**config.mk**
```make
export PLATFORM = sky130hd
export DESIGN_NAME = light_ramp_pump_scheduler
export DESIGN_NICKNAME = d
export VERILOG_FILES = /design/src/rtl/core/lrps_pkg.sv /design/src/rtl/core/light_ramp_pump_scheduler.sv /design/src/rtl/core/lrps_div.sv /design/src/rtl/core/lrps_dp.sv /design/src/rtl/core/lrps_ctrl.sv
export SDC_FILE = /design/constraint.sdc
export NUM_CORES = 2
export LEC_CHECK = 0
export BUFFER_PORTS_ARGS = -buffer_cell sky130_fd_sc_hd__clkbuf_2
export CAP_MARGIN = 20
export CORE_MARGIN = 5
export CORE_UTILIZATION = 67
export CTS_BUF_LIST = sky130_fd_sc_hd__clkbuf_8
export CTS_CLUSTER_DIAMETER = 200
export CTS_CLUSTER_SIZE = 16
export DETAILED_ROUTE_END_ITERATION = 7
export PLACE_DENSITY = 0.95
export SYNTH_ARGS = -nofsm -noshare
export SYNTH_HDL_FRONTEND = slang
export SYNTH_HIERARCHICAL = 1
export SYNTH_SLANG_ARGS = --single-unit
```
**constraint.sdc**
```tcl
create_clock -name clk -period 11.2 [get_ports clk]
set_clock_uncertainty 0.1 [all_clocks]
set_input_delay 0 -clock clk [delete_from_list [all_inputs] [get_ports clk]]
set_output_delay 0 -clock clk [all_outputs]
set_load 0.01 [all_outputs]
```
**src/rtl/core/lrps_pkg.sv**
```systemverilog
// ----------------------------------------------------------------------------
// lrps_pkg: shared definitions for the light ramp and pump scheduler
// Widths, register indexes, reset values, control and status bundles and
// the percent to drive level conversion.
// ----------------------------------------------------------------------------
`default_nettype none

package lrps_pkg;

  localparam int DRV_W     = 8;
  localparam int PCT_W     = 7;
  localparam int HOUR_W    = 5;
  localparam int MIN_W     = 6;
  localparam int MOD_W     = 11;  // minute of day, up to 31*60+63
  localparam int SMOD_W    = 13;  // signed minute of day with ramp offsets
  localparam int RAMP_W    = 7;
  localparam int SETUP_W   = 18;
  localparam int SECS_W    = 6;
  localparam int LIMIT_W   = 16;  // seconds*1000 stays below 2^16
  localparam int NOW_W     = 32;
  localparam int CFG_W     = 28;
  localparam int CFG_IDX_W = 3;
  localparam int NUM_CH    = 4;
  localparam int CH_W      = 2;
  localparam int NUM_PUMP  = 2;
  localparam int NUM_W     = DRV_W + RAMP_W;
  localparam int QUO_W     = DRV_W;
  localparam int DIV_STEPS = QUO_W;

  localparam int TIME_BITS_DEF = 32;

  localparam int MIN_PER_HOUR  = 60;
  localparam int MS_PER_SEC    = 1000;
  localparam int PCT_FULL      = 100;
  localparam int DRV_FULL      = 255;
  // floor(x/100) for x up to 25500 equals (x*5243) >> 19.
  localparam int RECIP_100     = 5243;
  localparam int RECIP_SHIFT   = 19;
  localparam int SCALED_W      = 15;
  localparam int PROD_W        = RECIP_SHIFT + DRV_W;

  localparam logic [CFG_IDX_W-1:0] REG_LIGHT_LEVELS = 3'd0;
  localparam logic [CFG_IDX_W-1:0] REG_START_HOUR   = 3'd1;
  localparam logic [CFG_IDX_W-1:0] REG_END_HOUR     = 3'd2;
  localparam logic [CFG_IDX_W-1:0] REG_RAMP_MINUTES = 3'd3;
  localparam logic [CFG_IDX_W-1:0] REG_PUMP_ONE     = 3'd4;
  localparam logic [CFG_IDX_W-1:0] REG_PUMP_TWO     = 3'd5;

  localparam logic [CFG_W-1:0]   RST_LIGHT_LEVELS = 28'd0;
  localparam logic [HOUR_W-1:0]  RST_START_HOUR   = 5'd8;
  localparam logic [HOUR_W-1:0]  RST_END_HOUR     = 5'd20;
  localparam logic [RAMP_W-1:0]  RST_RAMP_MINUTES = 7'd30;
  localparam logic [SETUP_W-1:0] RST_PUMP_ONE     = 18'd102569;
  localparam logic [SETUP_W-1:0] RST_PUMP_TWO     = 18'd102575;

  localparam logic [1:0] SEG_RISE = 2'd0;
  localparam logic [1:0] SEG_HOLD = 2'd1;
  localparam logic [1:0] SEG_FALL = 2'd2;
  localparam logic [1:0] SEG_OFF  = 2'd3;

  typedef struct packed {
    logic            accept;
    logic            prep;
    logic            div_start;
    logic            store;
    logic [CH_W-1:0] ch;
    logic            publish;
  } lrps_cmd_t;

  typedef struct packed {
    logic need_div;
    logic div_busy;
    logic div_done;
    logic out_busy;
  } lrps_sts_t;

  function automatic logic [DRV_W-1:0] pct_to_drive(input logic [PCT_W-1:0] pct);
    logic [PCT_W-1:0]    sat;
    logic [SCALED_W-1:0] scaled;
    logic [PROD_W-1:0]   prod;
    sat    = (pct > PCT_W'(PCT_FULL)) ? PCT_W'(PCT_FULL) : pct;
    scaled = SCALED_W'(sat) * SCALED_W'(DRV_FULL);
    prod   = PROD_W'(scaled) * PROD_W'(RECIP_100);
    return prod[PROD_W-1:RECIP_SHIFT];
  endfunction

endpackage

`default_nettype wire

```
**src/rtl/core/light_ramp_pump_scheduler.sv**
```systemverilog
// ----------------------------------------------------------------------------
// light_ramp_pump_scheduler: daily light ramps and timed pump runs
// Turns each clock tick into four light drive levels and two pump drive
// levels, one result per tick.
// ----------------------------------------------------------------------------
//
//   Channel   Direction   Handshake            Contents
//   in_       input       in_valid/in_ready    hour, minute, millisecond time
//   out_      output      out_valid/out_ready  four light levels, two pumps
//   cfg_      input       cfg_we               register index and write data
//
// From acceptance to the result register an item goes through these steps:
// it is taken in, the ramp segment is decoded, then each of the four light
// channels is worked on in turn, through the shared divider when the minute
// falls on a ramp, and the result is published. The shared one-bit-per-cycle
// divider makes the items that fall on a ramp the slowest.
// Reset is synchronous and active low; it restores the register defaults
// and disarms both pumps. A result that waits on out_ready holds the block
// in its last step. The input side stays open until one more item is taken;
// that item is then worked on and waits in the last step behind it.
// ----------------------------------------------------------------------------
`default_nettype none

module light_ramp_pump_scheduler
  import lrps_pkg::*;
#(
  parameter int TIME_BITS = TIME_BITS_DEF
) (
  input  wire logic                 clk,
  input  wire logic                 rst_n,
  // Configuration writes: only while the block is idle, a rule the user must keep.
  input  wire logic                 cfg_we,
  input  wire logic [CFG_IDX_W-1:0] cfg_index,
  input  wire logic [CFG_W-1:0]     cfg_data,
  // Tick items.
  input  wire logic                 in_valid,
  output logic                      in_ready,
  input  wire logic [HOUR_W-1:0]    in_hour_now,
  input  wire logic [MIN_W-1:0]     in_minute_now,
  input  wire logic [NOW_W-1:0]     in_now_ms,
  // Result items.
  output logic                      out_valid,
  input  wire logic                 out_ready,
  output logic [DRV_W-1:0]          out_red_level,
  output logic [DRV_W-1:0]          out_green_level,
  output logic [DRV_W-1:0]          out_blue_level,
  output logic [DRV_W-1:0]          out_white_level,
  output logic [DRV_W-1:0]          out_pump_one_drive,
  output logic [DRV_W-1:0]          out_pump_two_drive
);

  // The sequencer issues one command bundle per cycle and watches the
  // datapath's status; nothing else passes between the two.
  lrps_cmd_t cmd;
  lrps_sts_t sts;

  lrps_ctrl u_ctrl (
    .clk      (clk),
    .rst_n    (rst_n),
    .in_valid (in_valid),
    .in_ready (in_ready),
    .cmd      (cmd),
    .sts      (sts)
  );

  // The datapath holds the configuration, the pump timers of TIME_BITS
  // bits, the per-channel levels, the divider and the output register.
  lrps_dp #(
    .TIME_BITS (TIME_BITS)
  ) u_dp (
    .clk                (clk),
    .rst_n              (rst_n),
    .cfg_we             (cfg_we),
    .cfg_index          (cfg_index),
    .cfg_data           (cfg_data),
    .in_hour_now        (in_hour_now),
    .in_minute_now      (in_minute_now),
    .in_now_ms          (in_now_ms),
    .cmd                (cmd),
    .sts                (sts),
    .out_ready          (out_ready),
    .out_valid          (out_valid),
    .out_red_level      (out_red_level),
    .out_green_level    (out_green_level),
    .out_blue_level     (out_blue_level),
    .out_white_level    (out_white_level),
    .out_pump_one_drive (out_pump_one_drive),
    .out_pump_two_drive (out_pump_two_drive)
  );

endmodule

`default_nettype wire

```
**src/rtl/core/lrps_div.sv**
```systemverilog
// ----------------------------------------------------------------------------
// lrps_div: iterative ramp divider
// Restoring division, one quotient bit per cycle. The quotient is known to
// fit in QUO_W bits, so the upper dividend bits preload the remainder.
// ----------------------------------------------------------------------------
`default_nettype none

module lrps_div
  import lrps_pkg::*;
(
  input  wire logic              clk,
  input  wire logic              rst_n,
  input  wire logic              start,
  input  wire logic [NUM_W-1:0]  num,
  input  wire logic [RAMP_W-1:0] den,
  output logic                   busy,
  output logic                   done,
  output logic [QUO_W-1:0]       quo
);

  localparam int CNT_W = $clog2(DIV_STEPS + 1);

  logic              busy_r, busy_nxt;
  logic [CNT_W-1:0]  cnt_r, cnt_nxt;
  logic [RAMP_W-1:0] rem_r, rem_nxt;
  logic [RAMP_W-1:0] den_r, den_nxt;
  logic [QUO_W-1:0]  q_r, q_nxt;
  logic [RAMP_W:0]   trial;
  logic [RAMP_W:0]   diff;

  always_comb begin
    trial    = {rem_r, q_r[QUO_W-1]};
    diff     = trial - {1'b0, den_r};
    busy_nxt = busy_r;
    cnt_nxt  = cnt_r;
    rem_nxt  = rem_r;
    den_nxt  = den_r;
    q_nxt    = q_r;
    if (start) begin
      busy_nxt = 1'b1;
      cnt_nxt  = CNT_W'(DIV_STEPS);
      rem_nxt  = num[NUM_W-1:QUO_W];
      q_nxt    = num[QUO_W-1:0];
      den_nxt  = den;
    end else if (busy_r && (cnt_r != '0)) begin
      cnt_nxt = cnt_r - CNT_W'(1);
      if (trial >= {1'b0, den_r}) begin
        rem_nxt = diff[RAMP_W-1:0];
        q_nxt   = {q_r[QUO_W-2:0], 1'b1};
      end else begin
        rem_nxt = trial[RAMP_W-1:0];
        q_nxt   = {q_r[QUO_W-2:0], 1'b0};
      end
    end else if (busy_r) begin
      busy_nxt = 1'b0;
    end
  end

  always_ff @(posedge clk) begin
    if (!rst_n) begin
      busy_r <= 1'b0;
      cnt_r  <= '0;
    end else begin
      busy_r <= busy_nxt;
      cnt_r  <= cnt_nxt;
    end
    rem_r <= rem_nxt;
    den_r <= den_nxt;
    q_r   <= q_nxt;
  end

  assign busy = busy_r;
  assign done = busy_r && (cnt_r == '0);
  assign quo  = q_r;

  a_start_loads: assert property (@(posedge clk) disable iff (!rst_n)
    start |=> (busy_r && (cnt_r == CNT_W'(DIV_STEPS))))
    else $error("divider did not load on start");

  a_rem_below_den: assert property (@(posedge clk) disable iff (!rst_n)
    busy_r |-> (rem_r < den_r))
    else $error("divider remainder reached the divisor");

endmodule

`default_nettype wire

```
**src/rtl/core/lrps_dp.sv**
```systemverilog
// ----------------------------------------------------------------------------
// lrps_dp: scheduler datapath
// Configuration registers, pump timers, ramp segment decode, channel levels,
// the shared divider and the output register.
// ----------------------------------------------------------------------------
`default_nettype none

module lrps_dp
  import lrps_pkg::*;
#(
  parameter int TIME_BITS = TIME_BITS_DEF
) (
  input  wire logic                 clk,
  input  wire logic                 rst_n,
  input  wire logic                 cfg_we,
  input  wire logic [CFG_IDX_W-1:0] cfg_index,
  input  wire logic [CFG_W-1:0]     cfg_data,
  input  wire logic [HOUR_W-1:0]    in_hour_now,
  input  wire logic [MIN_W-1:0]     in_minute_now,
  input  wire logic [NOW_W-1:0]     in_now_ms,
  input  wire lrps_cmd_t            cmd,
  output lrps_sts_t                 sts,
  input  wire logic                 out_ready,
  output logic                      out_valid,
  output logic [DRV_W-1:0]          out_red_level,
  output logic [DRV_W-1:0]          out_green_level,
  output logic [DRV_W-1:0]          out_blue_level,
  output logic [DRV_W-1:0]          out_white_level,
  output logic [DRV_W-1:0]          out_pump_one_drive,
  output logic [DRV_W-1:0]          out_pump_two_drive
);

  // Configuration registers.
  logic [CFG_W-1:0]   light_levels_r;
  logic [HOUR_W-1:0]  start_hour_r;
  logic [HOUR_W-1:0]  end_hour_r;
  logic [RAMP_W-1:0]  ramp_r;
  logic [SETUP_W-1:0] pump_setup_r [NUM_PUMP];

  always_ff @(posedge clk) begin
    if (!rst_n) begin
      light_levels_r  <= RST_LIGHT_LEVELS;
      start_hour_r    <= RST_START_HOUR;
      end_hour_r      <= RST_END_HOUR;
      ramp_r          <= RST_RAMP_MINUTES;
      pump_setup_r[0] <= RST_PUMP_ONE;
      pump_setup_r[1] <= RST_PUMP_TWO;
    end else if (cfg_we) begin
      unique case (cfg_index)
        REG_LIGHT_LEVELS: light_levels_r  <= cfg_data;
        REG_START_HOUR:   start_hour_r    <= cfg_data[HOUR_W-1:0];
        REG_END_HOUR:     end_hour_r      <= cfg_data[HOUR_W-1:0];
        REG_RAMP_MINUTES: ramp_r          <= cfg_data[RAMP_W-1:0];
        REG_PUMP_ONE:     pump_setup_r[0] <= cfg_data[SETUP_W-1:0];
        REG_PUMP_TWO:     pump_setup_r[1] <= cfg_data[SETUP_W-1:0];
        default:          ;
      endcase
    end
  end

  // Pump timers, evaluated on the accepted item.
  logic [TIME_BITS+NOW_W-1:0] now_ext;
  logic [TIME_BITS-1:0]       now_t;
  logic                       armed_r     [NUM_PUMP];
  logic                       armed_nxt   [NUM_PUMP];
  logic [TIME_BITS-1:0]       start_r     [NUM_PUMP];
  logic [TIME_BITS-1:0]       start_nxt   [NUM_PUMP];
  logic [TIME_BITS-1:0]       elapsed     [NUM_PUMP];
  logic [LIMIT_W-1:0]         limit       [NUM_PUMP];
  logic [DRV_W-1:0]           pump_drv_r  [NUM_PUMP];
  logic [DRV_W-1:0]           pump_drv_nxt[NUM_PUMP];

  assign now_ext = {{TIME_BITS{1'b0}}, in_now_ms};
  assign now_t   = now_ext[TIME_BITS-1:0];

  always_comb begin
    for (int p = 0; p < NUM_PUMP; p++) begin
      armed_nxt[p] = (in_hour_now == pump_setup_r[p][HOUR_W-1:0]) &&
                     (in_minute_now == '0);
      start_nxt[p] = (armed_nxt[p] && !armed_r[p]) ? now_t : start_r[p];
      elapsed[p]   = now_t - start_nxt[p];
      limit[p]     = LIMIT_W'(pump_setup_r[p][HOUR_W +: SECS_W]) * LIMIT_W'(MS_PER_SEC);
      if (armed_nxt[p] &&
          ({{LIMIT_W{1'b0}}, elapsed[p]} < {{TIME_BITS{1'b0}}, limit[p]})) begin
        pump_drv_nxt[p] = pct_to_drive(pump_setup_r[p][HOUR_W+SECS_W +: PCT_W]);
      end else begin
        pump_drv_nxt[p] = '0;
      end
    end
  end

  always_ff @(posedge clk) begin
    if (!rst_n) begin
      for (int p = 0; p < NUM_PUMP; p++) begin
        armed_r[p] <= 1'b0;
        start_r[p] <= '0;
      end
    end else if (cmd.accept) begin
      for (int p = 0; p < NUM_PUMP; p++) begin
        armed_r[p] <= armed_nxt[p];
        start_r[p] <= start_nxt[p];
      end
    end
  end

  always_ff @(posedge clk) begin
    if (cmd.accept) begin
      for (int p = 0; p < NUM_PUMP; p++) begin
        pump_drv_r[p] <= pump_drv_nxt[p];
      end
    end
  end

  // Minute of day of the accepted item.
  logic [MOD_W-1:0] cm_r;

  always_ff @(posedge clk) begin
    if (cmd.accept) begin
      cm_r <= MOD_W'(in_hour_now) * MOD_W'(MIN_PER_HOUR) + MOD_W'(in_minute_now);
    end
  end

  // Segment decode and full levels.
  logic signed [SMOD_W-1:0] cm_s, sm_s, em_s, tr_s, se_s, ss_s;
  logic signed [SMOD_W-1:0] rise_k, fall_k;
  logic [1:0]               seg_r, seg_nxt;
  logic [RAMP_W-1:0]        k_r, k_nxt;
  logic [DRV_W-1:0]         full_r  [NUM_CH];
  logic [DRV_W-1:0]         full_nxt[NUM_CH];

  always_comb begin
    cm_s   = $signed({2'b00, cm_r});
    sm_s   = $signed(SMOD_W'(start_hour_r) * SMOD_W'(MIN_PER_HOUR));
    em_s   = $signed(SMOD_W'(end_hour_r) * SMOD_W'(MIN_PER_HOUR));
    tr_s   = $signed(SMOD_W'(ramp_r));
    se_s   = sm_s + tr_s;
    ss_s   = em_s - tr_s;
    // On the falling ramp, ramp - (cm - (em - ramp)) reduces to em - cm.
    rise_k = cm_s - sm_s;
    fall_k = em_s - cm_s;
    k_nxt  = '0;
    priority if ((cm_s >= sm_s) && (cm_s < se_s)) begin
      seg_nxt = SEG_RISE;
      k_nxt   = rise_k[RAMP_W-1:0];
    end else if ((cm_s >= se_s) && (cm_s < ss_s)) begin
      seg_nxt = SEG_HOLD;
    end else if ((cm_s >= ss_s) && (cm_s < em_s)) begin
      seg_nxt = SEG_FALL;
      k_nxt   = fall_k[RAMP_W-1:0];
    end else begin
      seg_nxt = SEG_OFF;
    end
    for (int c = 0; c < NUM_CH; c++) begin
      full_nxt[c] = pct_to_drive(light_levels_r[PCT_W*c +: PCT_W]);
    end
  end

  always_ff @(posedge clk) begin
    if (!rst_n) begin
      seg_r <= SEG_OFF;
    end else if (cmd.prep) begin
      seg_r <= seg_nxt;
    end
  end

  always_ff @(posedge clk) begin
    if (cmd.prep) begin
      k_r <= k_nxt;
      for (int c = 0; c < NUM_CH; c++) begin
        full_r[c] <= full_nxt[c];
      end
    end
  end

  // Shared divider: full level times ramp position over ramp length.
  logic [NUM_W-1:0] dividend;
  logic             div_busy, div_done;
  logic [QUO_W-1:0] div_quo;

  assign dividend = NUM_W'(full_r[cmd.ch]) * NUM_W'(k_r);

  lrps_div u_div (
    .clk   (clk),
    .rst_n (rst_n),
    .start (cmd.div_start),
    .num   (dividend),
    .den   (ramp_r),
    .busy  (div_busy),
    .done  (div_done),
    .quo   (div_quo)
  );

  // Channel levels.
  logic [DRV_W-1:0] level_r [NUM_CH];
  logic [DRV_W-1:0] level_nxt;

  always_comb begin
    unique case (seg_r)
      SEG_RISE, SEG_FALL: level_nxt = div_quo;
      SEG_HOLD:           level_nxt = full_r[cmd.ch];
      default:            level_nxt = '0;
    endcase
  end

  always_ff @(posedge clk) begin
    if (cmd.store) begin
      level_r[cmd.ch] <= level_nxt;
    end
  end

  // Output register.
  logic             out_valid_r, out_valid_nxt;
  logic [DRV_W-1:0] out_lvl_r [NUM_CH];
  logic [DRV_W-1:0] out_pump_r[NUM_PUMP];

  always_comb begin
    if (cmd.publish) begin
      out_valid_nxt = 1'b1;
    end else if (out_ready) begin
      out_valid_nxt = 1'b0;
    end else begin
      out_valid_nxt = out_valid_r;
    end
  end

  always_ff @(posedge clk) begin
    if (!rst_n) begin
      out_valid_r <= 1'b0;
    end else begin
      out_valid_r <= out_valid_nxt;
    end
  end

  always_ff @(posedge clk) begin
    if (cmd.publish) begin
      for (int c = 0; c < NUM_CH; c++) begin
        out_lvl_r[c] <= level_r[c];
      end
      for (int p = 0; p < NUM_PUMP; p++) begin
        out_pump_r[p] <= pump_drv_r[p];
      end
    end
  end

  assign out_valid          = out_valid_r;
  assign out_red_level      = out_lvl_r[0];
  assign out_green_level    = out_lvl_r[1];
  assign out_blue_level     = out_lvl_r[2];
  assign out_white_level    = out_lvl_r[3];
  assign out_pump_one_drive = out_pump_r[0];
  assign out_pump_two_drive = out_pump_r[1];

  assign sts.need_div = (seg_r == SEG_RISE) || (seg_r == SEG_FALL);
  assign sts.div_busy = div_busy;
  assign sts.div_done = div_done;
  assign sts.out_busy = out_valid_r && !out_ready;

  a_publish_free: assert property (@(posedge clk) disable iff (!rst_n)
    cmd.publish |-> (!out_valid_r || out_ready))
    else $error("result published over a result not yet taken");

  a_div_on_ramp: assert property (@(posedge clk) disable iff (!rst_n)
    cmd.div_start |-> ((seg_r == SEG_RISE) || (seg_r == SEG_FALL)))
    else $error("divider started outside a ramp segment");

endmodule

`default_nettype wire

```
**src/rtl/core/lrps_ctrl.sv**
```systemverilog
// ----------------------------------------------------------------------------
// lrps_ctrl: scheduler sequencer
// Accepts one item, decodes the segment, walks the four light channels
// (via the divider on a ramp) and hands the result to the output register.
// ----------------------------------------------------------------------------
`default_nettype none

module lrps_ctrl
  import lrps_pkg::*;
(
  input  wire logic      clk,
  input  wire logic      rst_n,
  input  wire logic      in_valid,
  output logic           in_ready,
  output lrps_cmd_t      cmd,
  input  wire lrps_sts_t sts
);

  localparam logic [2:0] ST_IDLE = 3'd0;
  localparam logic [2:0] ST_PREP = 3'd1;
  localparam logic [2:0] ST_CH   = 3'd2;
  localparam logic [2:0] ST_DIV  = 3'd3;
  localparam logic [2:0] ST_FIN  = 3'd4;

  localparam logic [CH_W-1:0] CH_LAST = CH_W'(NUM_CH - 1);

  logic [2:0]      state_r, state_nxt;
  logic [CH_W-1:0] ch_r, ch_nxt;

  always_comb begin
    state_nxt     = state_r;
    ch_nxt        = ch_r;
    cmd           = '0;
    cmd.ch        = ch_r;
    in_ready      = 1'b0;
    unique case (state_r)
      ST_IDLE: begin
        in_ready = 1'b1;
        if (in_valid) begin
          cmd.accept = 1'b1;
          state_nxt  = ST_PREP;
        end
      end
      ST_PREP: begin
        cmd.prep  = 1'b1;
        ch_nxt    = '0;
        state_nxt = ST_CH;
      end
      ST_CH: begin
        if (sts.need_div) begin
          cmd.div_start = 1'b1;
          state_nxt     = ST_DIV;
        end else begin
          cmd.store = 1'b1;
          ch_nxt    = ch_r + CH_W'(1);
          state_nxt = (ch_r == CH_LAST) ? ST_FIN : ST_CH;
        end
      end
      ST_DIV: begin
        if (sts.div_done) begin
          cmd.store = 1'b1;
          ch_nxt    = ch_r + CH_W'(1);
          state_nxt = (ch_r == CH_LAST) ? ST_FIN : ST_CH;
        end
      end
      ST_FIN: begin
        if (!sts.out_busy) begin
          cmd.publish = 1'b1;
          state_nxt   = ST_IDLE;
        end
      end
      default: begin
        state_nxt = ST_IDLE;
      end
    endcase
  end

  always_ff @(posedge clk) begin
    if (!rst_n) begin
      state_r <= ST_IDLE;
      ch_r    <= '0;
    end else begin
      state_r <= state_nxt;
      ch_r    <= ch_nxt;
    end
  end

  a_div_busy: assert property (@(posedge clk) disable iff (!rst_n)
    (state_r == ST_DIV) |-> sts.div_busy)
    else $error("waiting on a divider that is not running");

  a_accept_prep: assert property (@(posedge clk) disable iff (!rst_n)
    (in_valid && in_ready) |=> (state_r == ST_PREP))
    else $error("accepted item not followed by segment decode");

endmodule

`default_nettype wire

```
Word level (Yosys, flattened, before mapping)
Memories as Yosys holds them, arrays and structs flattened. A register that Yosys moved wholly into a read port is not among the register bits.
Index checks and enable logic that the tools add are counted.

word-level totals
  flip-flop bits (word level) = 98
  RAM bits = 230
  input port bits = 79
  output and inout port bits = 50
  word-level logic and storage cells = 202
  memories = 8

cells by class
  $add $sub $neg = 10
  multipliers = 18
  magnitude comparators = 15
  equality and inequality tests = 19
  mux-type cells = 76
  bitwise logic cells = 7
  reduce and logical (&&, ||, !) cells = 33

memory list
  memory             words  bits a word  read ports  clocked after Yosys merged registers in  write ports  line            RTL
  u_dp.start_r       2      32           2           0                                        2            lrps_dp.sv:66   logic [TIME_BITS-1:0] start_r [NUM_PUMP];
  u_dp.pump_setup_r  2      18           2           0                                        2            lrps_dp.sv:38   logic [SETUP_W-1:0] pump_setup_r [NUM_PUMP];
  u_dp.full_r        4      8            1           1                                        4            lrps_dp.sv:128  logic [DRV_W-1:0] full_r [NUM_CH];
  u_dp.level_r       4      8            4           0                                        1            lrps_dp.sv:194  logic [DRV_W-1:0] level_r [NUM_CH];
  u_dp.out_lvl_r     4      8            4           0                                        4            lrps_dp.sv:213  logic [DRV_W-1:0] out_lvl_r [NUM_CH];
  u_dp.out_pump_r    2      8            2           0                                        2            lrps_dp.sv:214  logic [DRV_W-1:0] out_pump_r[NUM_PUMP];
  +2 memories        n/a    n/a          n/a         n/a                                      n/a          n/a

operators by type and width
  operator                  number
  $mul A15 B13 Y27 const B  6
  $mux W32                  4
  $mul A7 B8 Y15 const B    6
  $mux W7                   12
  $lt A32 B16 Y1            2
  $sub A32 B32 Y32          2
  $gt A7 B7 Y1 const B      6
  $mux W1                   37
  $mux W18                  2
  $mux W8                   4
  $mul A5 B4 Y9 const B     3
  $mul A6 B7 Y13 const B    2
  $sub A7 B7 Y7             3
  $pmux W8 S2               1
  $mul A8 B7 Y15            1
  $mux W3                   5
  $pmux W3 S5               1
  $add A11 B7 Y12           1
  $eq A3 B2 Y1 const B      4
  $ge A11 B12 Y1            1
  $ge A12 B12 Y1            1
  $logic_and A1 B1 Y1       12
  $lt A11 B12 Y1            1
  $lt A12 B12 Y1            1
  32 further kinds          60

Depth between registers and ports, before layout
An unclocked memory read counts as a cell.

  word-level depth = 9
  depth in mapped cells = 42
  mapped depth without buffers = 42

Hierarchy
The synthesis kept the hierarchy.

modules (own cells, without submodules)
  module     times used  cells an instance  area an instance (µm²)  sequential area each (µm²)
  lrps_dp    1           5,023              49,596.3                8,408.1
  lrps_div   1           148                1,622.8                 760.7
  lrps_ctrl  1           38                 366.6                   100.1

Worst setup path after synthesis
OpenSTA, ideal clock, no wires.

  path kind = register to register
  start = memory u_dp.pump_setup_r[1][14], in the netlist u_dp/pump_setup_r[0][32]
  end = memory u_dp.pump_drv_r[1][7], in the netlist u_dp/pump_drv_r[0][15] (data pin)
  library setup time = 0.277 ns
  arrival time = 9.603 ns
  path slack = 1.220 ns
  cell stages (with the launch flop) = 37
  buffers on the path = 0
  clock period less this slack = 9.980 ns
  cells stage by stage = edfxtp_1 > o311ai_0 > nand2_1 > inv_1 > fa_1 > fa_1 > inv_1 > fa_1 > fa_1 > inv_1 > ha_1 > inv_1 > o21bai_1 > and4_1 > a2111oi_0 > o21bai_1 > a21oi_1 > xnor2_1 > ha_1 > fa_1 > fa_1 > fa_1 > inv_1 > fa_1 > inv_1 > ha_1 > and3_1 > and3_1 > nand3_1 > o21ai_0 > a41o_1 > o211a_1 > o21ai_0 > a31oi_1 > or2_2 > xnor2_1 > nor4_1

RTL lines
  item                line           RTL
  start: declaration  lrps_dp.sv:38
  end: declaration    lrps_dp.sv:70  logic [DRV_W-1:0] pump_drv_r [NUM_PUMP];

==> results.tsv <==
metric	value	unit
status	completed	
CP Depth	41	
CTS clk-pin slew, worst paths	0.15	ns
Routed wire per std cell	19.6	µm
setup bufs post-CTS	0	
GRT Resource Usage Total	0.305	
Max Root-Sink Buffers	3	
ANT nets after route	0	
max cap viols	0	
initial antenna violation count	18	
beginning of the critical path	u_dp/light_levels_r[26]$_SDFFE_PN0P_	
synth warn	6	
worst-margin pin slew	1.02	ns
crit share post-route	0.960	
Via density	5.98	
Die Wd	287	µm
latest clock arrival within the worst-skew pair	0.70	ns
Iteration-0 DRC Markers	3161	
f_max	93.0	MHz
DRC viols	0	
Synth Instances	5208	
final setup fails	0	
row count	101	
Initial Util	0.677	
chip height	287	µm
capture point of the worst reg-to-reg path	u_dp/full_r[3][7]$_DFFE_PP_	
H-tree Lvls	1	
CP endpoint kind	flop	
number of global-route vias before repair	41900	
HP Class	primary input to flop	
Area Growth Syn to Fin	6.67	%
routability congestion estimate	0.953	
layout net count	7117	
max_slew headroom	0.304	
gr ovfl total	0	
critical-path cell with the highest stage delay	fa_1	
Vias	38800	
Routed WL	127000	µm
R2R cell count	41	
Mapped Avg Cell Area	9.90	µm²
Core Box Area	76200	µm²
post-DP HPWL	102000	µm
I/O pin total	129	
most used cell, CP	inv_1	
DIE AREA	82600	µm²
WP data arrival	11.08	ns
Reg-to-Reg Start	u_dp/light_levels_r[26]$_SDFFE_PN0P_	
critical path class	flop to flop	
Worst Path Max Fanout	8	
TritonCTS Buffers	24	
R2R setup slack	0.45	ns
largest stage delay on the critical path	0.69	ns
Sink Count	328	
Synthesized Nets	6905	
DRT Pass-1 Iters	6	
Syn Std Cell Area	51600	µm²
fraction of layout cells with a size suffix above 1	0.0482	
CP delay by family, top	adder cells	
buffers and inverters on the worst path	11	
fin crit period	10.75	ns
first-pass GRT wire length	206000	µm
I/O Buffers	128	
Slew Viols, Final	0	
CTS tree	built	
largest net degree at the start of global routing	67	
total negative slack	0	ns
Crit path required time	11.52	ns
CP endpoint	u_dp/full_r[3][7]$_DFFE_PP_	
Final Hold Fails	0	
CP Launch Type	flop	
root buffer cell	clkbuf_8	
## flip-flops by register name, summed over array words and instances (netlist names), 5 cells and up
signal               cells
u_dp/cm_r               11
u_dp/end_hour_r          5
u_dp/full_r             32
u_dp/k_r                 7
u_dp/level_r            32
u_dp/light_levels_r     28
u_dp/out_lvl_r          32
u_dp/out_pump_r         16
u_dp/pump_drv_r         16
u_dp/pump_setup_r       36
u_dp/ramp_r              7
u_dp/start_hour_r        5
u_dp/start_r            64
u_dp/u_div/den_r         7
u_dp/u_div/quo           8
u_dp/u_div/rem_r         7
## cell type report
type,count,area (µm²)
repair buffers,256,1860
multi-input cells,3626,37700
well taps,1030,1290
fillers,4675,21200
diodes,17,42.5
clock buffers,25,344
inverters,1184,4440
clock inverters,18,72.6
flip-flops and latches,328,9270
## through the flow
step	utilization	hold WS [ns]	worst slack, ns	instances	instance area [µm²]
global route	0.722	0.0848	-0.0723	6475	55000
global placement	0.701	0.0989	0.856	6319	53400
floorplan	-	-0.00113	1.22	5208	51600
finish	0.722	0.0647	0.446	6484	55000
detailed placement	0.701	0.0987	0.445	6319	53400
CTS	0.720	0.0231	0.328	6466	54900
## cells in the final DEF, fill, tap and decap left out, types with 10 or more instances in the layout
cell,count
dfxtp_1,56
xnor2_1,229
clkbuf_8,25
edfxtp_1,270
or2_2,15
o21a_1,42
mux2i_1,82
a21oi_1,189
diode_2,17
a31oi_1,15
nand3_1,48
o21bai_1,44
xor2_1,94
o21ai_0,79
a2111oi_0,10
nor3_1,34
buf_4,24
fa_1,544
ha_1,1074
a21boi_0,38
or3_1,15
nor2_1,207
inv_1,1199
a211oi_1,21
o22ai_1,11
a21o_1,131
and3_1,40
o211ai_1,26
and2_1,72
nor2b_1,49
nand4_1,25
nand2b_1,49
nand2_1,236
clkbuf_2,128
dlygate4sd3_1,104
nor4_1,12
## how the worst min path moves through the flow
| stage | startpoint | to | cells past startpoint |
|---|---|---|---|
| 2_1_floorplan | in_minute_now[0] | u_dp/cm_r[0]$_DFFE_PP_ | 0 |
| 3_3_place_gp | in_minute_now[0] | u_dp/cm_r[0]$_DFFE_PP_ | 1 |
| 3_5_place_dp | in_minute_now[0] | u_dp/cm_r[0]$_DFFE_PP_ | 1 |
| 4_1_cts | in_hour_now[0] | u_dp/armed_r[0][0]$_SDFFCE_PN0P_ | 5 |
| 5_1_grt | in_minute_now[1] | u_dp/cm_r[1]$_DFFE_PP_ | 2 |
| 6_report | in_hour_now[0] | u_dp/armed_r[0][0]$_SDFFCE_PN0P_ | 5 |
## what timing repair did
item,in CTS,in global routing
endpoints found under the setup margin,0,12
resized for setup,0,16
hold buffers,104,0
endpoints found under the hold margin,184,0
## routing by layer
| layer | part of all wire | GRT usage |
|---|---|---|
| met5 | 0.00031 | 0 |
| met1 | 0.37 | 0.357 |
| met4 | 0.063 | 0.155 |
| met2 | 0.49 | 0.539 |
| met3 | 0.074 | 0.0527 |
## worst min-delay path: stages
cell	delay, ns
clkbuf_2	0.17
xor2_1	0.20
nor4_1	0.10
nand2_1	0.13
nor2_1	0.06
Power is left out: the tool's default activity adds up to more than one toggle a clock period on the data nets, which glitch-free logic cannot reach.
